<file path="config.mk">
export PLATFORM = sky130hd
export DESIGN_NAME = matrix4_inverse
export DESIGN_NICKNAME = d
export VERILOG_FILES = /design/src/hdl/m4inv_pkg.sv /design/src/hdl/m4inv_elem_ram.sv /design/src/hdl/m4inv_divider.sv /design/src/hdl/matrix4_inverse.sv
export SDC_FILE = /design/constraint.sdc
export NUM_CORES = 2
export LEC_CHECK = 0
export BUFFER_PORTS_ARGS = -buffer_cell sky130_fd_sc_hd__buf_2
export CAP_MARGIN = 20
export CORE_MARGIN = 2
export CORE_UTILIZATION = 30
export CTS_BUF_LIST = sky130_fd_sc_hd__clkbuf_4
export DETAILED_ROUTE_END_ITERATION = 6
export GPL_TIMING_DRIVEN = 0
export PLACE_DENSITY = 0.45
export SLEW_MARGIN = 30
export SYNTH_ARGS = -nofsm -noshare
export SYNTH_HDL_FRONTEND = slang
export SYNTH_HIERARCHICAL = 1
export SYNTH_SLANG_ARGS = --single-unit
</file>
<file path="constraint.sdc">
create_clock -name clk -period 9.9 [get_ports clk]
set_input_delay 0.99 -clock clk [delete_from_list [all_inputs] [get_ports clk]]
set_output_delay 0.99 -clock clk [all_outputs]
set_load 0.01 [all_outputs]
</file>
<file path="src/hdl/m4inv_pkg.sv">
// Shared widths, types and index helpers for the 4x4 fixed-point matrix inverse.
package m4inv_pkg;

  localparam int FRAC_BITS = 12;
  localparam int ELEM_W    = 15;
  localparam int CF_W      = 46;                  // 3x3 cofactor, signed
  localparam int PROD_W    = CF_W + ELEM_W;       // shared multiplier output
  localparam int DET_W     = 63;                  // determinant, signed
  localparam int NUM_W     = CF_W + 2 * FRAC_BITS; // dividend width
  localparam int CNT_W     = $clog2(NUM_W + 1);
  localparam int OUT_W     = 32;
  localparam int NUM_TERMS = 6;

  localparam logic [OUT_W-1:0] ONE_Q   = OUT_W'(1) << FRAC_BITS;
  localparam logic [OUT_W-1:0] POS_SAT = {1'b0, {(OUT_W-1){1'b1}}};
  localparam logic [OUT_W-1:0] NEG_SAT = {1'b1, {(OUT_W-1){1'b0}}};

  typedef struct packed {
    logic             done;
    logic             ovf;
    logic [OUT_W-1:0] quot;
  } div_res_t;

  // column picked by row i of term j in the 3x3 Leibniz expansion
  function automatic logic [1:0] perm_col(input logic [2:0] j, input logic [1:0] i);
    logic [1:0] p;
    case (j)
      3'd0: p = i;
      3'd1: p = (i == 2'd0) ? 2'd0 : ((i == 2'd1) ? 2'd2 : 2'd1);
      3'd2: p = (i == 2'd0) ? 2'd1 : ((i == 2'd1) ? 2'd0 : 2'd2);
      3'd3: p = (i == 2'd0) ? 2'd1 : ((i == 2'd1) ? 2'd2 : 2'd0);
      3'd4: p = (i == 2'd0) ? 2'd2 : ((i == 2'd1) ? 2'd0 : 2'd1);
      3'd5: p = (i == 2'd0) ? 2'd2 : ((i == 2'd1) ? 2'd1 : 2'd0);
      default: p = i;
    endcase
    return p;
  endfunction

  // element address for factor i of term j of minor k (k = skip_row + 4*skip_col)
  function automatic logic [3:0] elem_addr(input logic [3:0] k, input logic [2:0] j,
                                           input logic [1:0] i);
    logic [1:0] pc;
    logic [1:0] row;
    logic [1:0] col;
    pc  = perm_col(j, i);
    row = (i < k[1:0]) ? i : i + 2'd1;
    col = (pc < k[3:2]) ? pc : pc + 2'd1;
    return {col, row};
  endfunction

  // odd permutation xor checkerboard sign of the cofactor
  function automatic logic term_neg(input logic [3:0] k, input logic [2:0] j);
    logic odd;
    odd = (j == 3'd1) || (j == 3'd2) || (j == 3'd5);
    return odd ^ k[0] ^ k[2];
  endfunction

endpackage

</file>
<file path="src/hdl/m4inv_elem_ram.sv">
// 16-entry element store, one write port and one registered read port.
module m4inv_elem_ram
  import m4inv_pkg::*;
(
  input  logic              clk,
  input  logic              we,
  input  logic [3:0]        waddr,
  input  logic [ELEM_W-1:0] wdata,
  input  logic [3:0]        raddr,
  output logic [ELEM_W-1:0] rdata
);

  logic [ELEM_W-1:0] mem [16];

  always_ff @(posedge clk) begin
    if (we) begin
      mem[waddr] <= wdata;
    end
    rdata <= mem[raddr];
  end

endmodule

</file>
<file path="src/hdl/m4inv_divider.sv">
// Restoring divider, one quotient bit per cycle, quotient overflow tracking.
module m4inv_divider
  import m4inv_pkg::*;
(
  input  logic             clk,
  input  logic             rst_n,
  input  logic             start,
  input  logic [CF_W-1:0]  num_mag,
  input  logic [DET_W-1:0] den_mag,
  output div_res_t         res
);

  logic [NUM_W-1:0] num_r;
  logic [DET_W-1:0] den_r;
  logic [DET_W-1:0] rem_r;
  logic [OUT_W-1:0] q_r;
  logic             ovf_r;
  logic [CNT_W-1:0] cnt_r;
  logic             run_r;
  logic             done_r;

  logic [DET_W:0]   rem_sh;
  logic [DET_W:0]   diff;
  logic             ge;

  assign rem_sh = {rem_r, num_r[NUM_W-1]};
  assign diff   = rem_sh - {1'b0, den_r};
  assign ge     = ~diff[DET_W];

  always_ff @(posedge clk) begin
    if (!rst_n) begin
      run_r  <= 1'b0;
      done_r <= 1'b0;
      cnt_r  <= '0;
    end else begin
      done_r <= 1'b0;
      if (start) begin
        run_r <= 1'b1;
        cnt_r <= CNT_W'(NUM_W);
      end else if (run_r) begin
        cnt_r <= cnt_r - 1'b1;
        if (cnt_r == CNT_W'(1)) begin
          run_r  <= 1'b0;
          done_r <= 1'b1;
        end
      end
    end
  end

  always_ff @(posedge clk) begin
    if (start) begin
      num_r <= {num_mag, {(2 * FRAC_BITS){1'b0}}};
      den_r <= den_mag;
      rem_r <= '0;
      q_r   <= '0;
      ovf_r <= 1'b0;
    end else if (run_r) begin
      num_r <= {num_r[NUM_W-2:0], 1'b0};
      rem_r <= ge ? diff[DET_W-1:0] : rem_sh[DET_W-1:0];
      q_r   <= {q_r[OUT_W-2:0], ge};
      ovf_r <= ovf_r | q_r[OUT_W-1];
    end
  end

  assign res.done = done_r;
  assign res.ovf  = ovf_r;
  assign res.quot = q_r;

endmodule

</file>
<file path="src/hdl/matrix4_inverse.sv">
// Top level: 4x4 fixed-point matrix inverse by cofactors and exact division.
//
// Elements are taken one per cycle with start while busy is low, in
// column-major order. After the sixteenth, busy rises: one shared 46x15
// multiplier builds the 16 cofactors term by term and folds the first
// column into the determinant. Each of the 16 results then takes one
// run of the bit-serial divider; when the matrix is singular, the
// identity is sent instead. Each result is shown for one cycle under
// out_valid and cannot be held off; busy falls with the last result.
module matrix4_inverse
  import m4inv_pkg::*;
(
  input  logic                    clk,
  input  logic                    rst_n,
  input  logic                    start,
  output logic                    busy,
  input  logic signed [ELEM_W-1:0] in_element,
  output logic                    out_valid,
  output logic signed [OUT_W-1:0] out_inv_element,
  output logic [3:0]              out_position,
  output logic                    out_singular,
  output logic                    out_clipped,
  output logic                    out_last
);

  localparam logic [3:0] S_LOAD = 4'd0;
  localparam logic [3:0] S_T0   = 4'd1;
  localparam logic [3:0] S_T1   = 4'd2;
  localparam logic [3:0] S_T2   = 4'd3;
  localparam logic [3:0] S_T3   = 4'd4;
  localparam logic [3:0] S_T4   = 4'd5;
  localparam logic [3:0] S_D0   = 4'd6;
  localparam logic [3:0] S_D1   = 4'd7;
  localparam logic [3:0] S_D2   = 4'd8;
  localparam logic [3:0] S_CHK  = 4'd9;
  localparam logic [3:0] S_ID   = 4'd10;
  localparam logic [3:0] S_DR   = 4'd11;
  localparam logic [3:0] S_DS   = 4'd12;
  localparam logic [3:0] S_DW   = 4'd13;

  logic [3:0]               state_r, state_nxt;
  logic [3:0]               load_cnt_r;
  logic [3:0]               k_r;
  logic [2:0]               j_r;
  logic [3:0]               p_r;
  logic [ELEM_W-1:0]        a0_r;
  logic signed [PROD_W-1:0] prod_r;
  logic signed [CF_W-1:0]   acc_r;
  logic signed [DET_W-1:0]  det_r;
  logic                     neg_r;

  logic                     accept;
  logic [3:0]               raddr;
  logic [ELEM_W-1:0]        rdata;
  logic signed [CF_W-1:0]   mul_a;
  logic signed [PROD_W-1:0] mul_p;
  logic signed [CF_W-1:0]   acc_base;
  logic signed [CF_W-1:0]   acc_nxt;
  logic signed [DET_W-1:0]  det_nxt;

  logic signed [CF_W-1:0]   cof_mem [16];
  logic signed [CF_W-1:0]   cof_rdata_r;
  logic [3:0]               cof_raddr;

  logic [CF_W-1:0]          cof_mag;
  logic [DET_W-1:0]         det_mag;
  logic                     div_start;
  div_res_t                 div_res;

  logic                     clip_c;
  logic [OUT_W-1:0]         val_c;

  logic                     out_valid_r;
  logic [OUT_W-1:0]         out_val_r;
  logic [3:0]               out_pos_r;
  logic                     out_sing_r;
  logic                     out_clip_r;

  assign busy   = (state_r != S_LOAD);
  assign accept = start && !busy;

  m4inv_elem_ram u_elem_ram (
    .clk   (clk),
    .we    (accept),
    .waddr (load_cnt_r),
    .wdata (in_element),
    .raddr (raddr),
    .rdata (rdata)
  );

  always_comb begin
    case (state_r)
      S_T0:    raddr = elem_addr(k_r, j_r, 2'd0);
      S_T1:    raddr = elem_addr(k_r, j_r, 2'd1);
      S_T2:    raddr = elem_addr(k_r, j_r, 2'd2);
      S_D0:    raddr = k_r;
      default: raddr = elem_addr(k_r, j_r, 2'd0);
    endcase
  end

  // shared multiplier: second operand is always the element just read
  always_comb begin
    case (state_r)
      S_T2:    mul_a = {{(CF_W-ELEM_W){a0_r[ELEM_W-1]}}, a0_r};
      S_D1:    mul_a = acc_r;
      default: mul_a = prod_r[CF_W-1:0];
    endcase
  end
  assign mul_p = mul_a * $signed(rdata);

  assign acc_base = (j_r == 3'd0) ? '0 : acc_r;
  assign acc_nxt  = term_neg(k_r, j_r) ? acc_base - prod_r[CF_W-1:0]
                                       : acc_base + prod_r[CF_W-1:0];
  assign det_nxt  = det_r + {{(DET_W-PROD_W){prod_r[PROD_W-1]}}, prod_r};

  // adjugate is the transposed cofactor matrix
  assign cof_raddr = {p_r[1:0], p_r[3:2]};

  always_ff @(posedge clk) begin
    if (state_r == S_T4 && j_r == 3'(NUM_TERMS - 1)) begin
      cof_mem[k_r] <= acc_nxt;
    end
    cof_rdata_r <= cof_mem[cof_raddr];
  end

  assign cof_mag   = cof_rdata_r[CF_W-1] ? CF_W'(-cof_rdata_r) : CF_W'(cof_rdata_r);
  assign det_mag   = det_r[DET_W-1] ? DET_W'(-det_r) : DET_W'(det_r);
  assign div_start = (state_r == S_DS);

  m4inv_divider u_divider (
    .clk     (clk),
    .rst_n   (rst_n),
    .start   (div_start),
    .num_mag (cof_mag),
    .den_mag (det_mag),
    .res     (div_res)
  );

  always_comb begin
    if (neg_r) begin
      clip_c = div_res.ovf || (div_res.quot > NEG_SAT);
      val_c  = clip_c ? NEG_SAT : OUT_W'(-div_res.quot);
    end else begin
      clip_c = div_res.ovf || div_res.quot[OUT_W-1];
      val_c  = clip_c ? POS_SAT : div_res.quot;
    end
  end

  always_comb begin
    state_nxt = state_r;
    case (state_r)
      S_LOAD: if (accept && load_cnt_r == 4'd15) state_nxt = S_T0;
      S_T0:   state_nxt = S_T1;
      S_T1:   state_nxt = S_T2;
      S_T2:   state_nxt = S_T3;
      S_T3:   state_nxt = S_T4;
      S_T4: begin
        if (j_r != 3'(NUM_TERMS - 1)) begin
          state_nxt = S_T0;
        end else if (k_r < 4'd4) begin
          state_nxt = S_D0;
        end else if (k_r == 4'd15) begin
          state_nxt = S_CHK;
        end else begin
          state_nxt = S_T0;
        end
      end
      S_D0:   state_nxt = S_D1;
      S_D1:   state_nxt = S_D2;
      S_D2:   state_nxt = S_T0;
      S_CHK:  state_nxt = (det_r == '0) ? S_ID : S_DR;
      S_ID:   if (p_r == 4'd15) state_nxt = S_LOAD;
      S_DR:   state_nxt = S_DS;
      S_DS:   state_nxt = S_DW;
      S_DW: begin
        if (div_res.done) state_nxt = (p_r == 4'd15) ? S_LOAD : S_DR;
      end
      default: state_nxt = S_LOAD;
    endcase
  end

  always_ff @(posedge clk) begin
    if (!rst_n) begin
      state_r     <= S_LOAD;
      load_cnt_r  <= '0;
      k_r         <= '0;
      j_r         <= '0;
      p_r         <= '0;
      det_r       <= '0;
      out_valid_r <= 1'b0;
    end else begin
      state_r     <= state_nxt;
      out_valid_r <= 1'b0;
      case (state_r)
        S_LOAD: begin
          if (accept) begin
            load_cnt_r <= load_cnt_r + 4'd1;
            if (load_cnt_r == 4'd15) begin
              k_r   <= '0;
              j_r   <= '0;
              p_r   <= '0;
              det_r <= '0;
            end
          end
        end
        S_T4: begin
          if (j_r != 3'(NUM_TERMS - 1)) begin
            j_r <= j_r + 3'd1;
          end else begin
            j_r <= '0;
            if (k_r >= 4'd4 && k_r != 4'd15) k_r <= k_r + 4'd1;
          end
        end
        S_D2: begin
          det_r <= det_nxt;
          k_r   <= k_r + 4'd1;
        end
        S_ID: begin
          out_valid_r <= 1'b1;
          p_r         <= p_r + 4'd1;
        end
        S_DW: begin
          if (div_res.done) begin
            out_valid_r <= 1'b1;
            p_r         <= p_r + 4'd1;
          end
        end
        default: ;
      endcase
    end
  end

  always_ff @(posedge clk) begin
    case (state_r)
      S_T1: a0_r <= rdata;
      S_T2, S_T3, S_D1: prod_r <= mul_p;
      default: ;
    endcase
    if (state_r == S_T4) acc_r <= acc_nxt;
    if (state_r == S_DS) neg_r <= cof_rdata_r[CF_W-1] ^ det_r[DET_W-1];
    if (state_r == S_ID) begin
      out_val_r  <= (p_r[1:0] == p_r[3:2]) ? ONE_Q : '0;
      out_pos_r  <= p_r;
      out_sing_r <= 1'b1;
      out_clip_r <= 1'b0;
    end else if (state_r == S_DW && div_res.done) begin
      out_val_r  <= val_c;
      out_pos_r  <= p_r;
      out_sing_r <= 1'b0;
      out_clip_r <= clip_c;
    end
  end

  assign out_valid       = out_valid_r;
  assign out_inv_element = out_val_r;
  assign out_position    = out_pos_r;
  assign out_singular    = out_sing_r;
  assign out_clipped     = out_clip_r;
  assign out_last        = (out_pos_r == 4'd15);

endmodule

</file>
* Word level (Yosys, flattened, before mapping)
Memory sizes are Yosys's and may differ from the RTL's. A register that Yosys moved wholly into a read port is not among the register bits.
Cells that the tools add are included.
** Cells by class
- $add $sub $neg :: 16
- $mul :: 1
- Div/mod/pow operators :: 0
- Magnitude comparators :: 10
- Equal/unequal tests :: 33
- Shift operators :: 0
- Mux-type cells :: 67
- Bitwise logic cells :: 7
- Reductions and logical operators :: 36
** Operators with widths (number)
- 63-bit 2-to-1 mux :: 3
- 32-bit 2-to-1 mux :: 5
- 70-bit 2-to-1 mux :: 2
- 46-bit 2-to-1 mux :: 3
- 63-bit one-hot mux with 2 select lines :: 1
- 46-bit one-hot mux with 2 select lines :: 1
- 64-bit by 63-bit subtractor with 64-bit output :: 1
- 63-bit adder :: 1
- 63-bit logical NOT :: 1
- 63-bit negator :: 1
- 62-bit 2-to-1 mux :: 1
- 46-bit by 15-bit multiplier with 61-bit output :: 1
- 4-bit 2-to-1 mux :: 14
- 4-bit one-hot mux with 14 select lines :: 1
- 46-bit adder :: 1
- 46-bit negator :: 1
- 46-bit subtractor :: 1
- 4-bit equality test (second input constant) :: 10
- 32-bit greater-than comparator (second input constant) :: 1
- 32-bit negator :: 1
- 4-bit one-hot mux with 3 select lines :: 2
- 2-bit 2-to-1 mux :: 9
- 4-bit by 3-bit equality test with 1-bit output (second input constant) :: 4
- 4-bit one-hot mux with 4 select lines :: 1
- 45 further kinds :: 103
** Storage, ports and cells
- Flip-flop bits (word level) :: 458
- Bits in latches :: 0
- Bits in writable memories :: 976
- Memory bits (read-only) :: 0
- Input bits :: 18
- Output and inout bits :: 41
- Logic and storage cells :: 197
- Memories :: 2
** Memories
- cof_mem :: words 16, bits a word 46, rd ports 1, clocked after Yosys merged registers in 1, wr ports 1, line matrix4_inverse.sv:61 : logic signed [CF_W-1:0] cof_mem [16];
- u_elem_ram.mem :: words 16, bits a word 15, rd ports 1, clocked after Yosys merged registers in 1, wr ports 1, line m4inv_elem_ram.sv:13 : logic [ELEM_W-1:0] mem [16];

* Longest topological paths before layout
- Word-level depth :: 7
- Mapped depth :: 31
- Mapped depth without buffers :: 29

* Modules after synthesis
Netlist, hierarchy kept.
** By module, submodules not included
- matrix4_inverse :: times used 1, cells each 6064, area an instance 70853.0 sq um, sequential area each 29498.3 sq um
- m4inv_divider :: times used 1, cells each 1277, area an instance 12064.1 sq um, sequential area each 5375.2 sq um
- m4inv_elem_ram :: times used 1, cells each 406, area an instance 9446.6 sq um, sequential area each 7507.2 sq um

* Worst setup path after synthesis
OpenSTA, ideal clock, no wires.
- Path kind :: register to register
- Start :: reg state_r[2]
- End :: reg prod_r[57] (data pin)
- Library setup time :: 260 ps
- Arrival :: 7663 ps
- Data required time :: 9640 ps
- Path slack :: 1978 ps
- Cell stages (with the launch flop) :: 28
- Path buffers :: 4
- Clock period less this slack :: 7922 ps
- Cells stage by stage :: dfxtp_1 -> buf_1 -> buf_1 -> clkbuf_1 -> a21oi_1 -> o21ai_0 -> clkbuf_1 -> nand2_1 -> fa_1 -> inv_1 -> fa_1 -> fa_1 -> fa_1 -> fa_1 -> inv_1 -> fa_1 -> inv_1 -> ha_1 -> a21oi_1 -> o21ai_0 -> a21o_1 -> a2111oi_0 -> a21oi_1 -> nor3_1 -> a21oi_1 -> a221o_1 -> a21oi_1 -> xnor2_1
** Between the ends
- Longest elaborated chain between the ends :: 3
- Elaborated cells between the ends (all ways) :: 4
- Those cells by class :: mul (1); eq/ne (2); mux (1)
** RTL lines
- from (decl) :: line matrix4_inverse.sv:41 : logic [3:0] state_r, state_nxt;
- from (signal assigned) :: line matrix4_inverse.sv:192 : state_r <= state_nxt;
- 4-bit by 3-bit equality test with 1-bit output or 4-bit by 2-bit equality test with 1-bit output (tied branches) :: line matrix4_inverse.sv:103 : case (state_r)
- 46-bit one-hot mux with 2 select lines * :: line matrix4_inverse.sv:103
- 46-bit by 15-bit multiplier with 61-bit output * :: line matrix4_inverse.sv:109 : assign mul_p = mul_a * $signed(rdata);
- named net mul_p[57] :: line matrix4_inverse.sv:56 : logic signed [PROD_W-1:0] mul_p;
- to (signal assigned) :: line matrix4_inverse.sv:236 : S_T2, S_T3, S_D1: prod_r <= mul_p;
- to (decl) :: line matrix4_inverse.sv:47 : logic signed [PROD_W-1:0] prod_r;
The timed path passes the listed nets; every way through them passes the cells marked *.
A chain may end at the register's enable or synchronous reset.

* Final worst setup path
Ends and elaborated chain as after synthesis.

==> reports/qor.csv <==
stage,metric,value,unit
pwr,p_leak,41.6,nW
sta,clock-skew-final,0.146,ns
global_routing,grt_first_pass_wirelength,436000,microns
clock_tree,cts.htree.levels,5,
layout,final_util,34.8,%
route,finalWirelength,293000,microns
yosys,post_synthesis_xor_xnor_area_fraction,3.69,%
yosys,ys_seq_area_share,45.9,%
sta,finalWorstPathRequiredPeriod,9.53,ns
die,placeableCoreArea,0.306,sq mm
yosys,mappedNetlistArea,0.0924,sq mm
pwr,combinationalPowerShare,9.6,%
yosys,number_of_distinct_library_cell_variants_in_the_gate_level_netlist_after_synthesis,93,
clock_tree,clk_latency,1.37,ns
sta,fin_crit_sh,96.3,%
sta,drv_slew,0,
critical_path,signal_arrival_time_at_the_worst_endpoint,10.55,ns
global_routing,grt_overflow,0,
clock_tree,clock_pin_transition_on_the_worst_setup_and_hold_timing_paths,0.07,ns
critical_path,timing.critical_path.required,10.92,ns
sta,setup_viol_count_final,0,
clock_tree,clock_sinks,1495,
yosys,synth_area_leaders,"sky130_fd_sc_hd__edfxtp_1, sky130_fd_sc_hd__fa_1, sky130_fd_sc_hd__mux4_2, sky130_fd_sc_hd__dfxtp_1, sky130_fd_sc_hd__ha_1",
global_routing,global_route.usage.total,18.8,%
pwr,maximum_vdd_drop,0.129,mV
critical_path,critical_path.startpoint_type,register,
worst_hold_path,holdCritPathClass,in -> reg,
yosys,synth_simple_gate_area_share,10.3,%
yosys,synth.ff_latch_count,1495,
layout,synthToLayoutAreaGrowth,15.2,%
sta,hold_violations,0,
yosys,yosysWarnings,6,
die,die_width,559,microns
worst_hold_path,hold-path-cell-count,2,
clock_tree,tritoncts,built,
yosys,dominantRegCellSynth,sky130_fd_sc_hd__edfxtp_1,
route,post_drt_via_cell_ratio,4.97,
die,fp.dieH,559,microns
yosys,postSynthCellCount,7747,
yosys,top_cell_type_by_total_area_after_synthesis,sky130_fd_sc_hd__edfxtp_1,
sta,fmax,105,MHz
placed_design,place.detailed.instances,12000,
critical_path,critical_path_class,reg -> reg,
sta,max_slew.worst_pin.slew,1.09,ns
route,route.vias.total,63500,
critical_path,ff_to_ff_setup_slack,0.37,ns
run,timing.max_cap.violations,0,
critical_path,crit_path_max_fanout,10,
yosys,avgSynthCellArea,11.9,sq um
route,drt.antenna.violating_nets,0,
layout,layout.cells.non_filler,12800,
yosys,dominant_combinational_cell_family_by_area_after_synthesis,adder cells,
route,drt_iter0_drc,4885,
clock_tree,cts.path.max_buffers,4,
critical_path,ff2ff_path_depth,28,
status,run_status,completed,
critical_path,slowest_delay,0.61,ns
route,first_pass_iters,5,
die,dieArea,0.312,sq mm
pwr,p_seq_share,49.9,%
global_routing,grt_pass1_vias,66400,
route,routedWlPerCell,22.9,microns
global_routing,grt_max_degree,51,
worst_hold_path,min_to,u_divider/cnt_r[1],
yosys,async_flop_share,0,%
placed_design,dp.final_hpwl,222000,microns
yosys,adder_and_majority_gate_portion_of_the_synthesized_area,18.1,%
layout,design.final.nets,9334,
placed_design,place.port_buffers,58,
sta,worst_slew_margin_rel,27.0,%
global_routing,grt_antenna_before_repair,16,
pwr,switching_power,3.53,mW
placed_design,finalWeightedCongestion,0.879,
sta,unrepaired_setup_endpoints_after_global_routing,false,
pwr,power_frac_clock,40.5,%
route,drt_drc_violations_left,0,
clock_tree,buffer_type_at_the_clock_tree_root,sky130_fd_sc_hd__clkbuf_4,
yosys,number_of_enable_type_register_cells_in_the_synthesized_netlist,1244,
pwr,internal_power,10.3,mW
critical_path,timing.critical_path.to_type,register,
yosys,mappedNetlistNets,8724,
die,initial_core_util,30.2,%
yosys,netlist.area_leader.share,40.4,%
critical_path,timing.rr.end,prod_r[57],
worst_hold_path,hold_start,rst_n,
critical_path,critical_path.most_common_cell,sky130_fd_sc_hd__fa_1,
die,rows,203,
die,number_of_placed_i_o_pins,59,
yosys,mux_contribution_to_synthesized_area,8.38,%
clock_tree,cts-buffers-inserted,414,
yosys,synth_compound_gate_area_share,8.67,%
pwr,pwr_density_cell,130,mW/mm^2
critical_path,slowest_cell_on_crit_path,sky130_fd_sc_hd__fa_1,
layout,final_layout_size_suffix_gt1_share,16.2,%
pwr,p_sw_share,25.5,%
critical_path,r2r_start,state_r[2],
## sequential cells by signal (all words and copies together), names as in the netlist, 7 cells and up
signal,flops
cof_rdata_r,46
a0_r,15
u_divider/rem_r,63
cof_mem,736
u_divider/num_r,46
u_divider/q_r,32
acc_r,46
det_r,63
out_inv_element,32
u_divider/cnt_r,7
prod_r,61
u_divider/den_r,63
u_elem_ram/rdata,15
u_elem_ram/mem,240
## cell type report
type | instances | area [sq um]
diodes | 8 | 20.0
plain buffers | 398 | 1660
clock buffers | 615 | 4620
clock inverters | 114 | 612
fillers | 30500 | 200000
inverters | 812 | 3050
multi-input cells | 5037 | 46100
flip-flops and latches | 1495 | 42400
well taps | 4100 | 5130
repair buffers | 199 | 2840
## cells by family after synthesis
group	after synthesis
buffers and inverters	1215
AO/OA/AOI/OAI	1273
AND/OR/NAND/NOR	2020
multiplexers	399
flip-flops	1495
adder cells (fa/ha/maj)	959
XOR/XNOR	386
## what timing repair did
item                                    in CTS  in global routing
hold endpoints to repair                   240                  0
pin swaps                                    0                  0
resized for setup                            9                 73
buffers inserted                             0                  0
hold buffers                                15                  0
endpoints found under the setup margin      19                 24
## cell usage in the layout (no fill, tap or decap), types with 94 or more instances in the layout
cell type and instances:
sky130_fd_sc_hd__and2_1 244, sky130_fd_sc_hd__ha_1 331, sky130_fd_sc_hd__inv_1 806, sky130_fd_sc_hd__nand2_1 821, sky130_fd_sc_hd__edfxtp_1 1244, sky130_fd_sc_hd__dfxtp_1 251
sky130_fd_sc_hd__a21oi_1 391, sky130_fd_sc_hd__xor2_1 105, sky130_fd_sc_hd__mux4_2 274, sky130_fd_sc_hd__fa_1 628, sky130_fd_sc_hd__clkbuf_4 615, sky130_fd_sc_hd__nor2_1 406
sky130_fd_sc_hd__clkbuf_1 284, sky130_fd_sc_hd__a21o_1 150, sky130_fd_sc_hd__buf_2 98, sky130_fd_sc_hd__clkinv_1 94, sky130_fd_sc_hd__o21ai_0 228, sky130_fd_sc_hd__xnor2_1 240
## per-stage QoR
| stage | cell area, sq um | setup slack (ns) | power, mW | hold slack (ns) | TNS [ns] |
|---|---|---|---|---|---|
| 3_3_place_gp | 97800 | -1.16 | 8.34 | 0.427 | -22.68 |
| 5_1_grt | 106000 | 0.0171 | 14.5 | 0.163 | 0 |
| 2_1_floorplan | 92400 | 1.98 | 7.98 | 0.406 | 0 |
| 3_5_place_dp | 101000 | -0.846 | 8.36 | 0.420 | -7.01 |
| 6_report | 106000 | 0.367 | 13.9 | 0.285 | 0 |
| 4_1_cts | 106000 | 0.00435 | 14.1 | 0.127 | 0 |
## power groups by stage
stage                     logic (mW)  registers (mW)  clock network (mW)
after floorplan                0.970            7.01                   0
after global placement          1.30            7.04                   0
after detailed placement        1.31            7.05                   0
after CTS                       1.33            6.91                5.82
after global routing            1.49            6.92                6.13
final                           1.33            6.91                5.61
## Yosys cell counts (38+ instances only)
cell / number
sky130_fd_sc_hd__mux2i_1: 60
sky130_fd_sc_hd__ha_1: 331
sky130_fd_sc_hd__a211oi_1: 76
sky130_fd_sc_hd__clkbuf_1: 336
sky130_fd_sc_hd__nand3_1: 92
sky130_fd_sc_hd__mux2_2: 49
sky130_fd_sc_hd__mux4_2: 274
sky130_fd_sc_hd__edfxtp_1: 1244
sky130_fd_sc_hd__and3_1: 38
sky130_fd_sc_hd__dfxtp_1: 251
sky130_fd_sc_hd__a21oi_1: 393
sky130_fd_sc_hd__nor3_1: 74
sky130_fd_sc_hd__inv_1: 808
sky130_fd_sc_hd__xnor2_1: 266
sky130_fd_sc_hd__nor2_1: 438
sky130_fd_sc_hd__o21ai_0: 272
sky130_fd_sc_hd__nand2_1: 821
sky130_fd_sc_hd__xor2_1: 118
sky130_fd_sc_hd__fa_1: 628
sky130_fd_sc_hd__nand4_1: 58
sky130_fd_sc_hd__o31ai_1: 67
sky130_fd_sc_hd__a21o_1: 150
sky130_fd_sc_hd__nand2b_1: 42
sky130_fd_sc_hd__nor2b_1: 48
sky130_fd_sc_hd__and2_1: 244
sky130_fd_sc_hd__a22oi_1: 48
sky130_fd_sc_hd__buf_1: 42
sky130_fd_sc_hd__a31oi_1: 52
## worst max-delay path: cells and delay by family (launching register included)
family | cells | cell delay [ns]
DFF | 1 | 0.48
buffers and inverters | 8 | 1.92
adders and majority gates | 7 | 3.44
AOI/OAI and AO/OA | 10 | 2.73
and+or+nand+nor | 2 | 0.54
xor gates and xnor gates | 1 | 0.11
## worst max-delay path by stage
stage | start | end | slack (ns) | depth (start not counted)
4_1_cts | state_r[2] | prod_r[57] | 0.004 | 28
3_5_place_dp | state_r[2] | prod_r[57] | -0.85 | 28
2_1_floorplan | state_r[2] | prod_r[57] | 1.98 | 27
3_3_place_gp | state_r[2] | prod_r[48] | -1.16 | 24
6_report | state_r[2] | prod_r[57] | 0.37 | 28
5_1_grt | state_r[0] | prod_r[57] | 0.02 | 28
## per-layer routing
layer	part of all wire (%)	global-route usage, %
met1	46	26.0
met2	47	30.5
met3	4.7	2.54
met4	2.7	5.63
met5	0.011	0
(Power assumes the default switching activity.)
